$ cat config.mk
export PLATFORM = sky130hd
export DESIGN_NAME = servo_angle_ramp_generator
export DESIGN_NICKNAME = d
export VERILOG_FILES = /design/src/rtl/sarg_pkg.sv /design/src/rtl/sarg_div.sv /design/src/rtl/servo_angle_ramp_generator.sv
export SDC_FILE = /design/constraint.sdc
export NUM_CORES = 1
export LEC_CHECK = 0
export ABC_AREA = 1
export BUFFER_PORTS_ARGS = -buffer_cell sky130_fd_sc_hd__buf_2
export CAP_MARGIN = 20
export CORE_ASPECT_RATIO = 1.75
export CORE_MARGIN = 1.5
export CORE_UTILIZATION = 36
export CTS_BUF_LIST = sky130_fd_sc_hd__clkbuf_16
export DETAILED_ROUTE_END_ITERATION = 12
export GPL_TIMING_DRIVEN = 0
export PLACE_DENSITY = 0.49
export SYNTH_ARGS = -nofsm -noshare
export SYNTH_HDL_FRONTEND = slang
export SYNTH_SLANG_ARGS = --single-unit
$ cat constraint.sdc
create_clock -name clk -period 13.82 [get_ports clk]
set_input_delay 2.764 -clock clk [delete_from_list [all_inputs] [get_ports clk]]
set_output_delay 2.764 -clock clk [all_outputs]
set_load 0.01 [all_outputs]
$ cat src/rtl/sarg_pkg.sv
package sarg_pkg;

    localparam int SERVO_COUNT_DEF = 4;

    localparam logic [7:0]  STEP_RST  = 8'd5;
    localparam logic [14:0] MIN_RST   = 15'd500;
    localparam logic [14:0] MAX_RST   = 15'd2500;

    localparam logic signed [7:0] ANGLE_MIN = -8'sd90;
    localparam logic signed [7:0] ANGLE_MAX = 8'sd90;
    localparam logic [7:0]        STEP_FLOOR = 8'd3;
    localparam logic [7:0]        ANGLE_SPAN = 8'd180;

    // ceil(2^27 / 45): x / 180 equals ((x >> 2) * PULSE_RECIP) >> 27 for x below 2^23
    localparam logic [21:0] PULSE_RECIP = 22'd2982617;

    localparam int DIV_DW = 23;
    localparam int DIV_VW = 8;

    localparam logic [1:0] REG_STEP = 2'd0;
    localparam logic [1:0] REG_MIN  = 2'd1;
    localparam logic [1:0] REG_MAX  = 2'd2;

    typedef enum logic [2:0] {
        ST_IDLE,
        ST_LOAD,
        ST_STEP_DIV,
        ST_POS_MUL,
        ST_POS_DIV,
        ST_PULSE_MUL,
        ST_PULSE_DIV,
        ST_EMIT
    } state_t;

endpackage

$ cat src/rtl/sarg_div.sv
module sarg_div #(
    parameter int DW = sarg_pkg::DIV_DW,
    parameter int VW = sarg_pkg::DIV_VW
) (
    input  logic          clk,
    input  logic          rst_n,
    input  logic          start,
    input  logic [DW-1:0] dividend,
    input  logic [VW-1:0] divisor,
    output logic          busy,
    output logic          done,
    output logic [DW-1:0] quotient
);

    localparam int CW = $clog2(DW + 1);

    logic [CW-1:0] cnt_reg;
    logic [CW-1:0] cnt_next;
    logic          done_reg;
    logic          done_next;
    logic [DW-1:0] quo_reg;
    logic [DW-1:0] quo_next;
    logic [VW-1:0] rem_reg;
    logic [VW-1:0] rem_next;
    logic [VW-1:0] dvs_reg;
    logic [VW-1:0] dvs_next;
    logic [VW:0]   trial;
    logic [VW:0]   diff;

    assign busy     = (cnt_reg != '0);
    assign done     = done_reg;
    assign quotient = quo_reg;

    always_comb
    begin
        trial     = {rem_reg, quo_reg[DW-1]};
        diff      = trial - {1'b0, dvs_reg};
        cnt_next  = cnt_reg;
        done_next = 1'b0;
        quo_next  = quo_reg;
        rem_next  = rem_reg;
        dvs_next  = dvs_reg;
        if (start)
        begin
            cnt_next = CW'(DW);
            quo_next = dividend;
            rem_next = '0;
            dvs_next = divisor;
        end
        else if (busy)
        begin
            cnt_next  = cnt_reg - 1'b1;
            done_next = (cnt_reg == CW'(1));
            if (!diff[VW])
            begin
                rem_next = diff[VW-1:0];
                quo_next = {quo_reg[DW-2:0], 1'b1};
            end
            else
            begin
                rem_next = trial[VW-1:0];
                quo_next = {quo_reg[DW-2:0], 1'b0};
            end
        end
    end

    always_ff @(posedge clk or negedge rst_n)
    begin
        if (!rst_n)
        begin
            cnt_reg  <= '0;
            done_reg <= 1'b0;
        end
        else
        begin
            cnt_reg  <= cnt_next;
            done_reg <= done_next;
        end
    end

    always_ff @(posedge clk)
    begin
        quo_reg <= quo_next;
        rem_reg <= rem_next;
        dvs_reg <= dvs_next;
    end

endmodule

$ cat src/rtl/servo_angle_ramp_generator.sv
// channel   direction  handshake          payload
// s_*       in         s_tvalid/s_tready  s_tdata: servo_sel, target_angle
// m_*       out        m_tvalid/m_tready  m_tdata: channel, position, compare_value; m_tlast
// cfg_*     in         cfg_we             cfg_addr, cfg_wdata
//
// one shared 23-bit restoring divider finds the step count and
// each intermediate position; the compare value uses a reciprocal multiply in ST_PULSE_MUL and ST_PULSE_DIV
// an item occupies the block from accept to ready again, output stall time included
// s_tready is high only in idle; a stalled result holds the sequencer in place
// reset clears held angles to zero and loads register defaults
module servo_angle_ramp_generator #(
    parameter int SERVO_COUNT = sarg_pkg::SERVO_COUNT_DEF
) (
    input  logic        clk,
    input  logic        rst_n,
    input  logic        s_tvalid,
    output logic        s_tready,
    input  logic [15:0] s_tdata,    // servo_sel[1:0], target_angle[9:2]
    output logic        m_tvalid,
    input  logic        m_tready,
    output logic [31:0] m_tdata,    // channel[1:0], position[9:2], compare_value[24:10]
    output logic        m_tlast,
    input  logic        cfg_we,
    input  logic [1:0]  cfg_addr,
    input  logic [14:0] cfg_wdata
);

    localparam int DW = sarg_pkg::DIV_DW;
    localparam int VW = sarg_pkg::DIV_VW;

    sarg_pkg::state_t state_reg, state_next;

    logic [7:0]  step_reg;
    logic [14:0] min_reg;
    logic [14:0] max_reg;
    logic [7:0]  held_reg [SERVO_COUNT];

    logic [1:0]  sel_reg,  sel_next;
    logic [7:0]  tgt_reg,  tgt_next;
    logic [7:0]  cur_reg,  cur_next;
    logic        neg_reg,  neg_next;
    logic [7:0]  mag_reg,  mag_next;
    logic [5:0]  steps_reg, steps_next;
    logic [5:0]  j_reg,    j_next;
    logic [7:0]  pos_reg,  pos_next;
    logic        fin_reg,  fin_next;
    logic [22:0] prod_reg, prod_next;
    logic [7:0]  out_pos_reg, out_pos_next;
    logic [14:0] out_cmp_reg, out_cmp_next;
    logic        out_last_reg, out_last_next;

    logic        held_we;
    logic [7:0]  cur_rd;
    logic signed [7:0] in_tgt;
    logic [7:0]  in_sat;
    logic [7:0]  step_eff;
    logic [8:0]  delta;
    logic [8:0]  delta_mag;
    logic [13:0] pos_prod;
    logic [6:0]  j_inc;
    logic [8:0]  ang_off;
    logic [15:0] span;
    logic [15:0] span_abs;
    logic [22:0] pulse_prod;
    logic [42:0] recip_prod;
    logic [9:0]  pos_sum;
    logic [15:0] cmp_sum;
    logic [7:0]  q_pos;
    logic [14:0] q_cmp;

    logic          div_start;
    logic [DW-1:0] div_dividend;
    logic [VW-1:0] div_divisor;
    logic          div_busy;
    logic          div_done;
    logic [DW-1:0] div_q;

    sarg_div #(
        .DW(DW),
        .VW(VW)
    ) u_div (
        .clk      (clk),
        .rst_n    (rst_n),
        .start    (div_start),
        .dividend (div_dividend),
        .divisor  (div_divisor),
        .busy     (div_busy),
        .done     (div_done),
        .quotient (div_q)
    );

    assign s_tready = (state_reg == sarg_pkg::ST_IDLE);
    assign m_tvalid = (state_reg == sarg_pkg::ST_EMIT);
    assign m_tlast  = out_last_reg;
    assign m_tdata  = {7'd0, out_cmp_reg, out_pos_reg, sel_reg};

    // held angle read for the selected servo
    always_comb
    begin
        cur_rd = '0;
        for (int i = 0; i < SERVO_COUNT; i++)
        begin
            if (32'(sel_reg) == i)
            begin
                cur_rd = held_reg[i];
            end
        end
    end

    always_comb
    begin
        in_tgt = $signed(s_tdata[9:2]);
        if (in_tgt < sarg_pkg::ANGLE_MIN)
        begin
            in_sat = sarg_pkg::ANGLE_MIN;
        end
        else if (in_tgt > sarg_pkg::ANGLE_MAX)
        begin
            in_sat = sarg_pkg::ANGLE_MAX;
        end
        else
        begin
            in_sat = s_tdata[9:2];
        end

        step_eff  = (step_reg < sarg_pkg::STEP_FLOOR) ? sarg_pkg::STEP_FLOOR : step_reg;
        delta     = {tgt_reg[7], tgt_reg} - {cur_rd[7], cur_rd};
        delta_mag = delta[8] ? (9'd0 - delta) : delta;
        j_inc     = {1'b0, j_reg} + 7'd1;
        pos_prod  = 14'(mag_reg) * 14'(j_inc);
        ang_off   = {pos_reg[7], pos_reg} + 9'd90;
        span      = {1'b0, max_reg} - {1'b0, min_reg};
        span_abs  = span[15] ? (16'd0 - span) : span;
        pulse_prod = 23'(ang_off[7:0]) * 23'(span_abs[14:0]);
        // divide by 180 as a quarter times the reciprocal of 45
        recip_prod = 43'(prod_reg[22:2]) * 43'(sarg_pkg::PULSE_RECIP);
        q_pos     = div_q[7:0];
        q_cmp     = recip_prod[41:27];
        pos_sum   = {{2{cur_reg[7]}}, cur_reg}
                  + (neg_reg ? (10'd0 - {2'd0, q_pos}) : {2'd0, q_pos});
        cmp_sum   = {1'b0, min_reg}
                  + (span[15] ? (16'd0 - {1'b0, q_cmp}) : {1'b0, q_cmp});
    end

    always_comb
    begin
        state_next    = state_reg;
        sel_next      = sel_reg;
        tgt_next      = tgt_reg;
        cur_next      = cur_reg;
        neg_next      = neg_reg;
        mag_next      = mag_reg;
        steps_next    = steps_reg;
        j_next        = j_reg;
        pos_next      = pos_reg;
        fin_next      = fin_reg;
        prod_next     = prod_reg;
        out_pos_next  = out_pos_reg;
        out_cmp_next  = out_cmp_reg;
        out_last_next = out_last_reg;
        held_we       = 1'b0;
        div_start     = 1'b0;
        div_dividend  = '0;
        div_divisor   = '0;

        unique case (state_reg)
            sarg_pkg::ST_IDLE:
            begin
                if (s_tvalid)
                begin
                    sel_next = s_tdata[1:0];
                    tgt_next = in_sat;
                    if (32'(s_tdata[1:0]) < SERVO_COUNT)
                    begin
                        state_next = sarg_pkg::ST_LOAD;
                    end
                end
            end
            sarg_pkg::ST_LOAD:
            begin
                cur_next     = cur_rd;
                neg_next     = delta[8];
                mag_next     = delta_mag[7:0];
                held_we      = 1'b1;
                div_start    = 1'b1;
                div_dividend = DW'(delta_mag[7:0]);
                div_divisor  = step_eff;
                state_next   = sarg_pkg::ST_STEP_DIV;
            end
            sarg_pkg::ST_STEP_DIV:
            begin
                if (div_done)
                begin
                    steps_next = div_q[5:0];
                    j_next     = '0;
                    if (div_q[5:0] == 6'd0)
                    begin
                        pos_next   = tgt_reg;
                        fin_next   = 1'b1;
                        state_next = sarg_pkg::ST_PULSE_MUL;
                    end
                    else
                    begin
                        fin_next   = 1'b0;
                        state_next = sarg_pkg::ST_POS_MUL;
                    end
                end
            end
            sarg_pkg::ST_POS_MUL:
            begin
                div_start    = 1'b1;
                div_dividend = DW'(pos_prod);
                div_divisor  = VW'(steps_reg);
                state_next   = sarg_pkg::ST_POS_DIV;
            end
            sarg_pkg::ST_POS_DIV:
            begin
                if (div_done)
                begin
                    pos_next   = pos_sum[7:0];
                    state_next = sarg_pkg::ST_PULSE_MUL;
                end
            end
            sarg_pkg::ST_PULSE_MUL:
            begin
                prod_next  = pulse_prod;
                state_next = sarg_pkg::ST_PULSE_DIV;
            end
            sarg_pkg::ST_PULSE_DIV:
            begin
                out_pos_next  = pos_reg;
                out_cmp_next  = cmp_sum[14:0];
                out_last_next = fin_reg;
                state_next    = sarg_pkg::ST_EMIT;
            end
            sarg_pkg::ST_EMIT:
            begin
                if (m_tready)
                begin
                    if (fin_reg)
                    begin
                        state_next = sarg_pkg::ST_IDLE;
                    end
                    else
                    begin
                        j_next = j_inc[5:0];
                        if (j_inc[5:0] == steps_reg)
                        begin
                            pos_next   = tgt_reg;
                            fin_next   = 1'b1;
                            state_next = sarg_pkg::ST_PULSE_MUL;
                        end
                        else
                        begin
                            state_next = sarg_pkg::ST_POS_MUL;
                        end
                    end
                end
            end
            default:
            begin
                state_next = sarg_pkg::ST_IDLE;
            end
        endcase
    end

    always_ff @(posedge clk or negedge rst_n)
    begin
        if (!rst_n)
        begin
            state_reg <= sarg_pkg::ST_IDLE;
            step_reg  <= sarg_pkg::STEP_RST;
            min_reg   <= sarg_pkg::MIN_RST;
            max_reg   <= sarg_pkg::MAX_RST;
            for (int i = 0; i < SERVO_COUNT; i++)
            begin
                held_reg[i] <= '0;
            end
        end
        else
        begin
            state_reg <= state_next;
            if (cfg_we)
            begin
                unique case (cfg_addr)
                    sarg_pkg::REG_STEP: step_reg <= cfg_wdata[7:0];
                    sarg_pkg::REG_MIN:  min_reg  <= cfg_wdata;
                    sarg_pkg::REG_MAX:  max_reg  <= cfg_wdata;
                    default:            ;
                endcase
            end
            for (int i = 0; i < SERVO_COUNT; i++)
            begin
                if (held_we && (32'(sel_reg) == i))
                begin
                    held_reg[i] <= tgt_reg;
                end
            end
        end
    end

    always_ff @(posedge clk)
    begin
        sel_reg      <= sel_next;
        tgt_reg      <= tgt_next;
        cur_reg      <= cur_next;
        neg_reg      <= neg_next;
        mag_reg      <= mag_next;
        steps_reg    <= steps_next;
        j_reg        <= j_next;
        pos_reg      <= pos_next;
        fin_reg      <= fin_next;
        prod_reg     <= prod_next;
        out_pos_reg  <= out_pos_next;
        out_cmp_reg  <= out_cmp_next;
        out_last_reg <= out_last_next;
    end

    a_final_at_target: assert property (@(posedge clk) disable iff (!rst_n)
        (m_tvalid && m_tlast) |-> (out_pos_reg == tgt_reg))
        else $error("final result not at target");

    a_done_when_waiting: assert property (@(posedge clk) disable iff (!rst_n)
        div_done |-> (state_reg == sarg_pkg::ST_STEP_DIV
                      || state_reg == sarg_pkg::ST_POS_DIV))
        else $error("divider finished outside a wait state");

    a_idle_div_quiet: assert property (@(posedge clk) disable iff (!rst_n)
        s_tready |-> !div_busy)
        else $error("divider busy while idle");

    a_ready_after_final: assert property (@(posedge clk) disable iff (!rst_n)
        (m_tvalid && m_tready && m_tlast) |=> s_tready)
        else $error("not ready after final result");

endmodule

==> out/qor.txt <==
Post CTS Setup Buffer Count - 0
Crit-path slowest cell - fa_1
Routability cong. - 0.914
CP required - 14.12 ns
DRT iter0 DRCs - 735
Yosys cell types - 59
Skew-Pair Late Insertion Delay - 0.55 ns
Die outline area - 69200 um^2
Area fraction of the dominant cell type after synthesis - 19.0%
Top delay family on crit path - adder cells
Largest area contributor in the netlist - fa_1
PortBufs - 59
Setup TNS Final - 0 ns
Initial Util - 36.2%
Hold Crit Class - reg -> reg
Clock sinks - 211
Status - complete, no violations
Sequential share of the synthesized area - 24.1%
Largest net degree at the start of global routing - 62
Vias post-DR - 19235
Initial antenna violation count - 0
Max FO, Critical Path - 5
Wirelength, routed - 71700 um
Crit path launch type - register
Yosys synthesis warning count - 0
Overall routing resource usage - 21.1%
Fin. Hold Viols - 0
Async SR Flop Fraction - 37.4%
Gr ovfl total - 0
Count of pins over their slew limit - 0
#FFs+latches synth - 211
Avg WL per Cell - 18.1 um
Layout cells sized above 1 - 5.55%
Antenna Cells - 0
# fillers - 7073
EDFF count, synth - 124
CTS tree - yes
Relative max-transition margin - 25.1%
Max Clock Freq - 0.118 GHz
RSZ-0062 raised after global routing - false
Vias per Instance - 4.86
Largest register FFs - 32
Max-cap viol count - 0
CTS Root Cell - clkbuf_16
Max stage delay on crit path - 0.57 ns
Std-Cell Rows - 126
DRC Markers - 0
Post-Place Setup Slack - 5.26 ns
Hold-fix buffers, CTS - 0
Max clock buf depth - 3
Bufs and invs on worst path - 8
CP Data Arrival Time - 8.77 ns
Worst-Margin Slew - 1.11 ns
Syn Area/Cell - 8.24 um^2
H-Tree Depth - 1
Vias in the first global route - 20631
Final cycle utilization of the critical path - 61.3%
Final Setup Violations - 0
Area contributors post-synth - fa_1 (19%), ha_1 (16%), edfxtp_1 (15%)
CTS clk-pin slew, worst paths - 0.07 ns
Final Skew - 0.0218 ns
Fin util - 39.6%
Hpwl dp - 62200 um
CTS buffer count - 23
Antenna-violating nets left - 0
Core Region - 67200 um^2
Area delta synth->final - 9.29%
WS Path Type - reg -> reg
Fin worst setup slack - 5.35 ns
First-pass GRT wire length - 111000 um
# IOs - 73
Chip Width - 200 um
Post-CTS Resized - 0
Fin nets - 3634
Post-Synthesis Cells - 2954
Die H - 347 um
CP endpoint kind - register
Min Tclk post-route - 8.47 ns
Post-Syn Area - 24300 um^2
Most used DFF post-synth - edfxtp_1
Most used cell, CP - inv_1
TritonRoute pass-1 iters - 5
==> through the flow <==
step	cells	hold WS [ns]	cell area, um^2
global placement	3915	0.469	25800
detailed placement	3920	0.462	25900
CTS	3961	0.489	26600
floorplan	2960	0.426	24400
finish	3961	0.487	26600
global route	3961	0.503	26600
==> cells by family (layout without fill, tap and decap cells) <==
family,after synthesis,count (layout),share of synthesized area (%)
adder cells (fa/ha/maj),547,547,35.2
buffers and inverters,690,795,10.8
XOR/XNOR,106,106,4.06
AO/OA/AOI/OAI,353,353,8.06
other,1,7,0.0154
AND/OR/NAND/NOR,1046,1046,17.7
flip-flops,211,211,24.1
==> cell usage after synthesis (10+ instances only) <==
library cell    n
nand2_1       645
inv_1         642
ha_1          316
fa_1          231
nor2_1        221
o21ai_0       159
edfxtp_1      124
a21oi_1       119
nand3_1        87
dfrtp_1        66
xor2_1         62
xnor2_1        36
clkbuf_1       30
nor3_1         19
nand4_1        17
nand3b_1       14
o21bai_1       14
dfstp_2        13
nand2_2        10
==> cell type report <==
| class | instances | area (um^2) | share of cell area, % |
|---|---|---|---|
| repair buffers | 64 | 390 | 1.47 |
| flip-flops and latches | 211 | 5880 | 22.1 |
| multi-input cells | 2059 | 15900 | 59.7 |
| well taps | 896 | 1120 | 4.22 |
| inverters | 648 | 2430 | 9.15 |
| plain buffers | 42 | 191 | 0.720 |
| clock inverters | 18 | 131 | 0.494 |
| clock buffers | 23 | 576 | 2.16 |
==> layer usage <==
layer	share of wire, %	global-route usage (%)	vias up	wire [um]
li1	-	-	9445	-
met1	33	19.2	9271	23800
met2	57	43.1	340	41200
met3	2.4	1.78	179	1730
met4	7.0	13.2	0	5030
met5	0	0	-	0
==> worst register-to-register path: cells and delay by family, from the launching register on <==
| family | cells | cell delay, ns |
|---|---|---|
| buf+inv | 8 | 0.42 |
| xor+xnor | 2 | 0.36 |
| flops | 1 | 0.56 |
| compound gates | 5 | 1.47 |
| fa+ha+maj | 10 | 4.48 |
| simple gates | 10 | 0.91 |
==> path summary, 6_finish.rpt <==
| path | startpoint | endpoint | slack, ns | cells past startpoint |
|---|---|---|---|---|
| worst max-delay path | prod_reg[16]$_DFFE_PP_ | out_cmp_reg[14]$_DFFE_PP_ | 5.35 | 35 |
| worst min-delay path | pos_reg[6]$_DFFE_PP_ | out_pos_reg[6]$_DFFE_PP_ | 0.49 | 0 |
| worst max register to register | prod_reg[16]$_DFFE_PP_ | out_cmp_reg[14]$_DFFE_PP_ | 5.35 | 35 |
| worst min register to register | pos_reg[6]$_DFFE_PP_ | out_pos_reg[6]$_DFFE_PP_ | 0.49 | 0 |
| max in group asynchronous | rst_n | step_reg[2]$_DFFE_PN1P_ | 11.01 | 2 |
| min in group asynchronous | rst_n | held_reg[24]$_DFFE_PN0P_ | 2.09 | 1 |
==> layout by cell type, fill, tap and decap left out, drive strengths merged, types with 2 or more instances in the layout <==
| cell type | netlist | final |
|---|---|---|
| clkinv | 1 | 10 |
| nor4 | 8 | 8 |
| and3 | 3 | 3 |
| or2 | 8 | 8 |
| nand4 | 17 | 17 |
| xor2 | 68 | 68 |
| buf | 12 | 76 |
| nor3 | 21 | 21 |
| o22ai | 2 | 2 |
| nand3 | 89 | 89 |
| o221ai | 2 | 2 |
| xnor2 | 38 | 38 |
| clkinvlp | 0 | 3 |
| fa | 231 | 231 |
| o21ai | 163 | 163 |
| inv | 647 | 652 |
| clkbuf | 30 | 53 |
| nor2 | 226 | 226 |
| a21o | 8 | 8 |
| o21bai | 14 | 14 |
| dfrtp | 66 | 66 |
| a22o | 5 | 5 |
| nand3b | 14 | 14 |
| a31oi | 8 | 8 |
| ha | 316 | 316 |
| o31ai | 4 | 4 |
| a2111oi | 2 | 2 |
| a311oi | 2 | 2 |
| o211ai | 5 | 5 |
| a21boi | 6 | 6 |
| nand2 | 658 | 658 |
| o21a | 7 | 7 |
| a21oi | 119 | 119 |
| conb | 1 | 7 |
| dfxtp | 8 | 8 |
| dfstp | 13 | 13 |
| edfxtp | 124 | 124 |
Power is not shown: default switching activity piles up to over one toggle a cycle in this logic, so the estimate is an artifact.
